===== config.mk =====
export PLATFORM = sky130hd
export DESIGN_NAME = positional_list_engine
export DESIGN_NICKNAME = d
export VERILOG_FILES = /design/src/hw/rtl/ple_pkg.sv /design/src/hw/rtl/ple_ram.sv /design/src/hw/rtl/ple_ctrl.sv /design/src/hw/rtl/positional_list_engine.sv
export VERILOG_INCLUDE_DIRS = /design/src /design/src/hw/rtl
export SDC_FILE = /design/constraint.sdc
export NUM_CORES = 1
export LEC_CHECK = 0
export ABC_AREA = 0
export BUFFER_PORTS_ARGS = -buffer_cell sky130_fd_sc_hd__buf_2
export CAP_MARGIN = 10
export CORE_ASPECT_RATIO = 1.25
export CORE_UTILIZATION = 56
export CTS_CLUSTER_DIAMETER = 60
export DETAILED_ROUTE_END_ITERATION = 8
export PLACE_DENSITY = 0.83
export SETUP_SLACK_MARGIN = 0.2
export SLEW_MARGIN = 10
export SYNTH_ARGS = -nofsm -noshare
export SYNTH_HDL_FRONTEND = slang
export SYNTH_SLANG_ARGS = --single-unit

===== constraint.sdc =====
create_clock -name clk_i -period 3.95 [get_ports clk_i]
set_clock_uncertainty 0.1 [all_clocks]
set_input_delay 0.5925 -clock clk_i [delete_from_list [all_inputs] [get_ports clk_i]]
set_output_delay 0.5925 -clock clk_i [all_outputs]
set_load 0.05 [all_outputs]

===== src/hw/rtl/positional_list_engine_defines.svh =====
// Assertion macros for the positional list engine.
// The module that uses them must provide clk_i and rst_ni.
`ifndef POSITIONAL_LIST_ENGINE_DEFINES_SVH
`define POSITIONAL_LIST_ENGINE_DEFINES_SVH

`define PLE_ASSERT(lbl, prop, msg) \
  lbl: assert property (@(posedge clk_i) disable iff (!rst_ni) prop) else $error(msg);

`define PLE_ASSERT_NEVER(lbl, expr, msg) \
  `PLE_ASSERT(lbl, !(expr), msg)

`endif


===== src/hw/rtl/ple_pkg.sv =====
`timescale 1ns / 1ps
`default_nettype none

package ple_pkg;

  localparam int unsigned DEPTH = 16;
  localparam int unsigned IDX_W = $clog2(DEPTH);
  localparam int unsigned CNT_W = $clog2(DEPTH + 1);
  localparam int unsigned POS_W = 5;
  localparam int unsigned VAL_W = 31;
  localparam int unsigned CMP_W = (CNT_W > POS_W) ? CNT_W : POS_W;

  localparam logic [1:0] CMD_GET    = 2'd0;
  localparam logic [1:0] CMD_INSERT = 2'd1;
  localparam logic [1:0] CMD_FIND   = 2'd2;
  localparam logic [1:0] CMD_REMOVE = 2'd3;

  typedef struct packed {
    logic [1:0]        cmd;
    logic [POS_W-1:0]  position;
    logic signed [31:0] item_value;
  } ple_in_t;

  typedef struct packed {
    logic             ok;
    logic [VAL_W-1:0] value;
  } ple_out_t;

  typedef struct packed {
    logic             we;
    logic [IDX_W-1:0] waddr;
    logic [VAL_W-1:0] wdata;
    logic [IDX_W-1:0] raddr;
  } ple_ram_req_t;

endpackage

`default_nettype wire


===== src/hw/rtl/ple_ram.sv =====
`timescale 1ns / 1ps
`default_nettype none

module ple_ram #(
  parameter int unsigned Depth = 16,
  parameter int unsigned AddrW = 4,
  parameter int unsigned DataW = 31
) (
  input  wire logic             clk_i,
  input  wire logic             we_i,
  input  wire logic [AddrW-1:0] waddr_i,
  input  wire logic [DataW-1:0] wdata_i,
  input  wire logic [AddrW-1:0] raddr_i,
  output logic      [DataW-1:0] rdata_o
);

  logic [DataW-1:0] mem [Depth];

  always_ff @(posedge clk_i) begin
    if (we_i) begin
      mem[waddr_i] <= wdata_i;
    end
  end

  always_ff @(posedge clk_i) begin
    rdata_o <= mem[raddr_i];
  end

endmodule

`default_nettype wire


===== src/hw/rtl/ple_ctrl.sv =====
`timescale 1ns / 1ps
`default_nettype none

`include "positional_list_engine_defines.svh"

module ple_ctrl (
  input  wire logic                            clk_i,
  input  wire logic                            rst_ni,
  input  wire logic                            in_valid_i,
  input  wire ple_pkg::ple_in_t                in_data_i,
  output logic                                 in_stall_o,
  input  wire logic                            res_ready_i,
  output logic                                 res_valid_o,
  output ple_pkg::ple_out_t                    res_data_o,
  output ple_pkg::ple_ram_req_t                ram_req_o,
  input  wire logic [ple_pkg::VAL_W-1:0]       rdata_i
);

  localparam logic [3:0] S_IDLE     = 4'd0;
  localparam logic [3:0] S_GET_WAIT = 4'd1;
  localparam logic [3:0] S_INS_RD   = 4'd2;
  localparam logic [3:0] S_INS_WR   = 4'd3;
  localparam logic [3:0] S_INS_LAST = 4'd4;
  localparam logic [3:0] S_FND_RD   = 4'd5;
  localparam logic [3:0] S_FND_CMP  = 4'd6;
  localparam logic [3:0] S_RM_ELEM  = 4'd7;
  localparam logic [3:0] S_RM_RD    = 4'd8;
  localparam logic [3:0] S_RM_WR    = 4'd9;
  localparam logic [3:0] S_RM_END   = 4'd10;
  localparam logic [3:0] S_DONE     = 4'd11;

  localparam int unsigned CNT_W = ple_pkg::CNT_W;
  localparam int unsigned IDX_W = ple_pkg::IDX_W;
  localparam int unsigned VAL_W = ple_pkg::VAL_W;
  localparam int unsigned CMP_W = ple_pkg::CMP_W;
  localparam logic [CNT_W-1:0] FULL = CNT_W'(ple_pkg::DEPTH);

  logic [3:0]       state_q, state_d;
  logic [CNT_W-1:0] count_q, count_d;
  logic [CNT_W-1:0] idx_q, idx_d;
  logic [CNT_W-1:0] pos_q, pos_d;
  logic [VAL_W-1:0] val_q, val_d;
  logic             res_ok_q, res_ok_d;
  logic [VAL_W-1:0] res_val_q, res_val_d;

  // The one shared index unit: an increment or decrement of the walk index.
  logic [CNT_W-1:0] step_off;
  logic [CNT_W-1:0] step_sum;

  logic [CMP_W-1:0] in_pos_ext;
  logic [CMP_W-1:0] cnt_ext;
  logic             in_neg;
  logic             accept;

  assign in_pos_ext = CMP_W'(in_data_i.position);
  assign cnt_ext    = CMP_W'(count_q);
  assign in_neg     = in_data_i.item_value[31];
  assign accept     = in_valid_i && (state_q == S_IDLE);

  always_comb begin
    case (state_q)
      S_INS_RD, S_INS_WR: step_off = '1;
      default:            step_off = CNT_W'(1);
    endcase
  end

  assign step_sum = idx_q + step_off;

  always_comb begin
    state_d   = state_q;
    count_d   = count_q;
    idx_d     = idx_q;
    pos_d     = pos_q;
    val_d     = val_q;
    res_ok_d  = res_ok_q;
    res_val_d = res_val_q;
    ram_req_o = '0;

    case (state_q)
      S_IDLE: begin
        if (accept) begin
          pos_d    = CNT_W'(in_data_i.position);
          val_d    = in_data_i.item_value[VAL_W-1:0];
          res_ok_d  = 1'b0;
          res_val_d = '0;
          state_d   = S_DONE;
          case (in_data_i.cmd)
            ple_pkg::CMD_GET: begin
              if (in_pos_ext < cnt_ext) begin
                ram_req_o.raddr = IDX_W'(in_data_i.position);
                state_d = S_GET_WAIT;
              end
            end
            ple_pkg::CMD_INSERT: begin
              if (!in_neg && (in_pos_ext <= cnt_ext) && (count_q != FULL)) begin
                idx_d   = count_q;
                state_d = (in_pos_ext == cnt_ext) ? S_INS_LAST : S_INS_RD;
              end
            end
            ple_pkg::CMD_FIND: begin
              if (!in_neg && (count_q != '0)) begin
                idx_d   = '0;
                state_d = S_FND_RD;
              end
            end
            default: begin
              if (in_pos_ext < cnt_ext) begin
                ram_req_o.raddr = IDX_W'(in_data_i.position);
                state_d = S_RM_ELEM;
              end
            end
          endcase
        end
      end
      S_GET_WAIT: begin
        res_ok_d  = 1'b1;
        res_val_d = rdata_i;
        state_d   = S_DONE;
      end
      S_INS_RD: begin
        ram_req_o.raddr = step_sum[IDX_W-1:0];
        state_d = S_INS_WR;
      end
      S_INS_WR: begin
        // Move the entry below the walk index up into it.
        ram_req_o.we    = 1'b1;
        ram_req_o.waddr = idx_q[IDX_W-1:0];
        ram_req_o.wdata = rdata_i;
        idx_d   = step_sum;
        state_d = (step_sum == pos_q) ? S_INS_LAST : S_INS_RD;
      end
      S_INS_LAST: begin
        ram_req_o.we    = 1'b1;
        ram_req_o.waddr = pos_q[IDX_W-1:0];
        ram_req_o.wdata = val_q;
        count_d   = count_q + CNT_W'(1);
        res_ok_d  = 1'b1;
        res_val_d = VAL_W'(1);
        state_d   = S_DONE;
      end
      S_FND_RD: begin
        ram_req_o.raddr = idx_q[IDX_W-1:0];
        state_d = S_FND_CMP;
      end
      S_FND_CMP: begin
        if (rdata_i == val_q) begin
          res_ok_d  = 1'b1;
          res_val_d = VAL_W'(idx_q);
          state_d   = S_DONE;
        end else if (step_sum == count_q) begin
          state_d = S_DONE;
        end else begin
          idx_d   = step_sum;
          state_d = S_FND_RD;
        end
      end
      S_RM_ELEM: begin
        res_ok_d  = 1'b1;
        res_val_d = rdata_i;
        idx_d     = pos_q;
        state_d   = S_RM_RD;
      end
      S_RM_RD: begin
        // Once the entry above the index lies past the end, the gap is closed.
        if (step_sum == count_q) begin
          state_d = S_RM_END;
        end else begin
          ram_req_o.raddr = step_sum[IDX_W-1:0];
          state_d = S_RM_WR;
        end
      end
      S_RM_WR: begin
        ram_req_o.we    = 1'b1;
        ram_req_o.waddr = idx_q[IDX_W-1:0];
        ram_req_o.wdata = rdata_i;
        idx_d   = step_sum;
        state_d = S_RM_RD;
      end
      S_RM_END: begin
        count_d = count_q - CNT_W'(1);
        state_d = S_DONE;
      end
      S_DONE: begin
        if (res_ready_i) begin
          state_d = S_IDLE;
        end
      end
      default: begin
        state_d = S_IDLE;
      end
    endcase
  end

  always_ff @(posedge clk_i or negedge rst_ni) begin
    if (!rst_ni) begin
      state_q <= S_IDLE;
      count_q <= '0;
    end else begin
      state_q <= state_d;
      count_q <= count_d;
    end
  end

  always_ff @(posedge clk_i) begin
    idx_q     <= idx_d;
    pos_q     <= pos_d;
    val_q     <= val_d;
    res_ok_q  <= res_ok_d;
    res_val_q <= res_val_d;
  end

  assign in_stall_o       = (state_q != S_IDLE);
  assign res_valid_o      = (state_q == S_DONE);
  assign res_data_o.ok    = res_ok_q;
  assign res_data_o.value = res_val_q;

  `PLE_ASSERT(count_in_range_a, count_q <= FULL, "entry count exceeds the store depth")
  `PLE_ASSERT_NEVER(idle_write_a, (state_q == S_IDLE) && ram_req_o.we, "store written while idle")
  `PLE_ASSERT(done_release_a, (state_q == S_DONE) && res_ready_i |=> state_q == S_IDLE, "result transfer did not release the sequencer")
  `PLE_ASSERT(insert_count_a, state_q == S_INS_LAST |=> count_q == $past(count_q) + CNT_W'(1), "insert did not grow the list")
  `PLE_ASSERT(remove_count_a, state_q == S_RM_END |=> count_q == $past(count_q) - CNT_W'(1), "remove did not shrink the list")

endmodule

`default_nettype wire


===== src/hw/rtl/positional_list_engine.sv =====
// Insert and remove take longer the more entries lie between the position and the list end;
// find takes longer the further it searches; get and rejected commands need no walk.
// Throughput: one item at a time; input stalls until the result is handed on.
// The walk reads each entry, then moves or compares it, through the single store port pair.
// Reset (asynchronous, active low) empties the list; store contents stay undefined.
`timescale 1ns / 1ps
`default_nettype none

module positional_list_engine (
  input  wire logic              clk_i,
  input  wire logic              rst_ni,
  input  wire logic              in_valid_i,
  input  wire ple_pkg::ple_in_t  in_data_i,
  output logic                   in_stall_o,
  output logic                   out_valid_o,
  output ple_pkg::ple_out_t      out_data_o,
  input  wire logic              out_stall_i
);

  ple_pkg::ple_ram_req_t             ram_req;
  logic [ple_pkg::VAL_W-1:0]         ram_rdata;
  logic                              res_valid;
  logic                              res_ready;
  ple_pkg::ple_out_t                 res_data;
  logic                              out_valid_q;
  ple_pkg::ple_out_t                 out_data_q;

  ple_ctrl u_ctrl (
    .clk_i       (clk_i),
    .rst_ni      (rst_ni),
    .in_valid_i  (in_valid_i),
    .in_data_i   (in_data_i),
    .in_stall_o  (in_stall_o),
    .res_ready_i (res_ready),
    .res_valid_o (res_valid),
    .res_data_o  (res_data),
    .ram_req_o   (ram_req),
    .rdata_i     (ram_rdata)
  );

  ple_ram #(
    .Depth (ple_pkg::DEPTH),
    .AddrW (ple_pkg::IDX_W),
    .DataW (ple_pkg::VAL_W)
  ) u_ram (
    .clk_i   (clk_i),
    .we_i    (ram_req.we),
    .waddr_i (ram_req.waddr),
    .wdata_i (ram_req.wdata),
    .raddr_i (ram_req.raddr),
    .rdata_o (ram_rdata)
  );

  // The output register takes a new result once the previous one has been transferred.
  assign res_ready = !out_valid_q || !out_stall_i;

  always_ff @(posedge clk_i or negedge rst_ni) begin
    if (!rst_ni) begin
      out_valid_q <= 1'b0;
    end else if (res_ready) begin
      out_valid_q <= res_valid;
    end
  end

  always_ff @(posedge clk_i) begin
    if (res_ready && res_valid) begin
      out_data_q <= res_data;
    end
  end

  assign out_valid_o = out_valid_q;
  assign out_data_o  = out_data_q;

endmodule

`default_nettype wire


# After elaboration in Yosys (flattened, before gate mapping)
# Memory sizes are Yosys's and may differ from the RTL's. A register that Yosys moved wholly into a read port is not among the register bits.
# Index checks and enable logic that the tools add are counted.
op_classes:
  magnitude_cmp: 2
  reduce_logical: 29
  add_sub_neg: 3
  muxes: 36
  n_eq_ne: 26
ops:
  columns: ["operator", "count"]
  rows:
  - ["31-bit case mux with 4 select lines", 1]
  - ["36-bit case mux with 2 select lines", 1]
  - ["31-bit two-way mux", 2]
  - ["4-bit two-way mux", 12]
  - ["4-bit case mux with 9 select lines", 1]
  - ["31-bit == test", 1]
  - ["5-bit two-way mux", 6]
  - ["5-bit case mux with 2 select lines", 2]
  - ["5-bit case mux with 4 select lines", 1]
  - ["4-bit by 3-bit == test with 1-bit output, second input constant", 4]
  - ["4-bit == test, second input constant", 4]
  - ["4-bit case mux with 4 select lines", 1]
  - ["5-bit == test", 3]
  - ["4-bit case mux with 3 select lines", 1]
  - ["4-bit nonzero test", 3]
  - ["2-bit OR reduction", 5]
  - ["3-bit != test, second input constant", 3]
  - ["4-bit by 2-bit == test with 1-bit output, second input constant", 2]
  - ["7-bit AND reduction", 1]
  - ["3-bit two-way mux", 2]
  - ["2-bit by 1-bit != test with 1-bit output, second input constant", 3]
  - ["3-bit AND reduction", 2]
  - ["3-bit OR reduction", 2]
  - ["5-bit by 1-bit adder with 5-bit output, second input constant", 1]
  - ["other kinds (21)", 32]
totals:
  mem_count: 1
  register_bits: 115
  ramBits: 496
  wordCells: 107
memory_table:
  columns: ["name", "depth", "width", "read_ports", "rd_ports_with_merged_regs", "write_ports", "line", "source"]
  rows:
  - ["u_ram.mem", 16, 31, 1, 1, 1, "ple_ram.sv:17", "logic [DataW-1:0] mem [Depth];"]

# Longest topological paths before layout
logic_depth:
  ltp_word: 8
  depth_mapped: 15
  mapped_depth_nobuf: 11

# Hierarchy
# Synthesis repeated with hierarchy kept, for this count alone.
unflattened:
  hier_cells: 1240
  hier_area_um2: 24901.4
by_module_without_submodules:
  columns: ["mod", "seq_area_each_um2", "area_per_inst_um2", "instances", "cells_each"]
  rows:
  - ["ple_ram", 15514.9, 19248.5, 1, 812]
  - ["ple_ctrl", 2417.3, 4644.5, 1, 392]
  - ["positional_list_engine", 985.9, 1008.5, 1, 36]

# Least setup slack after synthesis
# Ideal clock, no wire load.
synth_timing:
  path_kind: "reg-to-reg"
  from: "reg u_ctrl.idx_q[0]"
  to: "reg u_ram.rdata_o[29] (read register of u_ram.mem)"
  synth_period_minus_slack_ns: 3.743
  path_stages_with_launch: 13
  path_slack_ns: 0.207
  setup_ns: 0.134
  t_arrival_ns: 3.509
  cell_sequence: "edfxtp_1 clkbuf_1 inv_1 fa_1 nand2b_1 o2bb2ai_2 xnor3_2 a311o_4 buf_6 and3_1 a211oi_1 a311oi_1 or4_1"
synth_between:
  elab_chain_cells: 4
synth_rtl:
  columns: ["item", "line", "source"]
  rows:
  - ["from (decl)", "ple_ctrl.sv:40", "logic [CNT_W-1:0] idx_q, idx_d;"]
  - ["from (signal assigned)", "ple_ctrl.sv:205", "idx_q <= idx_d;"]
  - ["5-bit adder", "ple_ctrl.sv:67", "assign step_sum = idx_q + step_off;"]
  - ["5-bit == test", "ple_ctrl.sv:165", "if (step_sum == count_q) begin"]
  - ["4-bit two-way mux", "ple_ctrl.sv:165", null]
  - ["4-bit case mux with 4 select lines (*)", "ple_ctrl.sv:79", "case (state_q)"]
  - ["to (decl)", "ple_ram.sv:14", "output logic [DataW-1:0] rdata_o"]
# Mark *: on every way between the ends. The rest lies on a longest branch, timed or not.
# A chain may end at the register's enable or synchronous reset.

# Final worst setup path
layout_timing:
  from: "reg u_ctrl.state_q[3]"
  to: "reg u_ram.rdata_o[15] (read register of u_ram.mem)"
layout_between:
  elab_chain_cells: 7
layout_rtl:
  columns: ["item", "line", "source"]
  rows:
  - ["from (decl)", "ple_ctrl.sv:38", "logic [3:0] state_q, state_d;"]
  - ["from (signal assigned)", "ple_ctrl.sv:199", "state_q <= state_d;"]
  - ["4-bit by 2-bit == test with 1-bit output (on tied branches)", "ple_ctrl.sv:61, ple_ctrl.sv:79", null]
  - ["2-bit OR reduction", "ple_ctrl.sv:61", "case (state_q)"]
  - ["5-bit two-way mux", "ple_ctrl.sv:61", null]
  - ["5-bit adder", "ple_ctrl.sv:67", null]
  - ["5-bit == test", "ple_ctrl.sv:165", null]
  - ["4-bit two-way mux", "ple_ctrl.sv:165", null]
  - ["4-bit case mux with 4 select lines (*)", "ple_ctrl.sv:79", null]
# Marked as above.

==> impl_metrics.json <==
{
  "status": "finished, final reports clean",
  "arrival_ns": 4.23,
  "area_growth_pct": 15.5,
  "power_uw": 29600,
  "die_w_um": 196,
  "place_congestion": 0.887,
  "cts_sinks": 642,
  "dieHeight_um": 244,
  "fin_tns_setup_ns": 0,
  "viasPerCell": 7.06,
  "drv_slew": 0,
  "place_area_um2": 27800,
  "crit_path_max_fanout": 32,
  "coreArea_um2": 46200,
  "post-route-drc-count": 0,
  "max_freq_mhz": 261,
  "root_buffer": "clkbuf_16",
  "overflow": 0,
  "clkTransAtPathRegs_ns": 0.07,
  "synth_ff_type": "edfxtp_1",
  "fill_cells": 2795,
  "rsz0062_at_grt": "true",
  "dr.pass1.iters": 8,
  "drt_iter0_drc": 2428,
  "finalHoldViolCount": 0,
  "path_cells": "nor3b_4, inv_1, fa_2, xor2_2, xnor2_2, nor3_4, buf_6, buf_12, a311o_4, buf_12, and3_1, a211oi_2, a31oi_1, a2111o_1",
  "relSlewSlack_pct": 26.4,
  "h-tree-depth": 2,
  "synth.cell_area_um2": 26300,
  "post-route-period-util_pct": 96.9,
  "avgRoutedWirePerCell_um": 29.9,
  "drtAntennaViolNets": 0,
  "rows": 88,
  "cp-end-kind": "flop",
  "drive_gt1_share_pct": 19.8,
  "drv_cap": 0,
  "ys_seq_elements": 642,
  "min_path_type": "input port to flop",
  "dp_hpwl_um": 37700,
  "grt_max_degree": 56,
  "final_nets": 1976,
  "design_area_um2": 30400,
  "ir_drop_uv": 669,
  "dieArea_um2": 47800,
  "tritoncts": "built",
  "multi_input_area_um2": 7280,
  "max_stage_delay_ns": 0.47,
  "slowest_stage": "a311o_4",
  "totalWireLength_um": 76200,
  "startpoint_type": "flop",
  "worst_pin_slew_ns": 1.10,
  "ys_async_sr_fraction_pct": 1.56,
  "p_per_area_nw_per_um2": 975,
  "min_period_ns": 3.83,
  "fin_util_pct": 65.6,
  "grt_pass1_vias": 17000,
  "grt_pass1_wl_um": 104000,
  "cts_made_buffers": 54,
  "crit_buf_inv": 4,
  "layout_commonest_cell": "edfxtp_1",
  "start_util_pct": 56.8,
  "ys_types": 66,
  "regArea_um2": 18900,
  "seq_area_frac_synth_pct": 72.0,
  "fin_hold_ws_ns": 0.0512,
  "globalRouteTotalUtil_pct": 29.4,
  "cp_common_cell": "buf_12",
  "syn_nets": 1855,
  "synth_cells": 1795,
  "syn_area_per_cell_um2": 14.6,
  "vias": 18000,
  "yosysWarnings": 0,
  "cp.required_ns": 4.35,
  "finalSetupViolations": 0,
  "synth-edff-count": 601,
  "mostFrequentLayoutCells": "601 x edfxtp_1, 267 x nand2_1, 120 x and3_1, 81 x a211oi_1, 76 x buf_2",
  "ios": 77,
  "crit_type": "flop to flop",
  "clk-insertion-delay-late_ns": 0.61,
  "antenna_found_initial": 2,
  "io_buffers": 76,
  "p_leak_uw": 0.0105,
  "cts_max_path_buffers": 3,
  "cp_top_family": "compound AO/OA/AOI/OAI gates"
}
==> sequential cells by signal, summed over array words and instances, names as in the netlist <==
register,count
u_ram.mem,496
u_ctrl.res_val_q,31
u_ctrl.val_q,31
u_ram.rdata_o,31
u_ctrl.cnt_ext,5
out_data_o,32
u_ctrl.res_ok_q,1
u_ctrl.state_q,4
u_ctrl.idx_q,5
u_ctrl.pos_q,5
out_valid_o,1
==> timing repair <==
action	in CTS	in global routing
hold endpoints to repair	10	0
resized for setup	14	71
hold buffers	1	0
pin swaps	6	28
cloned	4	7
setup endpoints to repair	31	31
buffers inserted	12	17
==> routing by layer <==
metal  up-vias  track usage, %  share of wire, %
met3       465            5.83                13
met5         -               0                 0
met4         0            19.0               8.0
met2      1653            49.7                47
li1       7277               -                 -
met1      8598            34.5                31
==> synthesized netlist by cell type (20+ instances only) <==
master    count  area share, %
and2_1       31           0.74
a311oi_1     62            2.1
a22o_1       31            1.0
a211oi_1    126            3.6
inv_1        20           0.29
clkbuf_1     94            1.3
a2111o_1     30            1.3
dfxtp_1      31            2.4
nor2_1       60           0.86
edfxtp_1    601             69
xor2_1       28           0.93
a21oi_1      21           0.40
a311oi_2     30            1.7
a31oi_1      37           0.88
and3_1      125            3.0
nand2_1     267            3.8
==> worst paths after layout <==
kind / startpoint / endpoint / slack [ns] / depth (start not counted)
setup reg to reg: u_ctrl.state_q[3] / u_ram.rdata_o[15] / 0.12 / 14
max in group asynchronous: rst_ni / out_valid_o / 3.25 / 2
setup / recovery: u_ctrl.state_q[3] / u_ram.rdata_o[15] / 0.12 / 14
min in group asynchronous: rst_ni / u_ctrl.state_q[3] / 0.28 / 2
hold reg to reg: u_ctrl.res_val_q[11] / out_data_o[11] / 0.31 / 0
hold / removal: in_data_i[24] / u_ctrl.val_q[24] / 0.05 / 1
==> area by class of cell <==
class | instances | area share (%)
well taps | 585 | 2.41
flip-flops and latches | 642 | 62.3
inverters | 20 | 0.247
clock buffers | 81 | 4.99
diodes | 2 | 0.0165
clock inverters | 21 | 0.490
multi-input cells | 1008 | 24.0
repair buffers | 190 | 5.54
==> power by group <==
group          internal [uW]  switching (uW)  leakage (uW)
logic                   5050            9060       0.00378
registers               9640             711       0.00593
clock network           2730            2390      0.000810
total                  17400           12200        0.0105
==> cells by family (layout without fill, tap and decap cells) <==
family | after synthesis | count (layout) | synth area share [%]
muxes | 6 | 6 | 0.229
and+or+nand+nor | 532 | 534 | 9.60
buffers and inverters | 150 | 312 | 2.60
DFF | 642 | 642 | 72.0
adders and majority gates | 17 | 17 | 0.866
other | 0 | 2 | 0
AOI/OAI and AO/OA | 398 | 401 | 12.9
xor gates and xnor gates | 50 | 50 | 1.83
==> through the flow <==
stage	setup WS (ns)	instances
after floorplan	0.207	1795
after global placement	0.0864	2404
after detailed placement	-0.00377	2404
after CTS	0.192	2523
after global routing	0.0855	2549
final	0.124	2549
No activity file was read; power rests on OpenSTA's default activity.
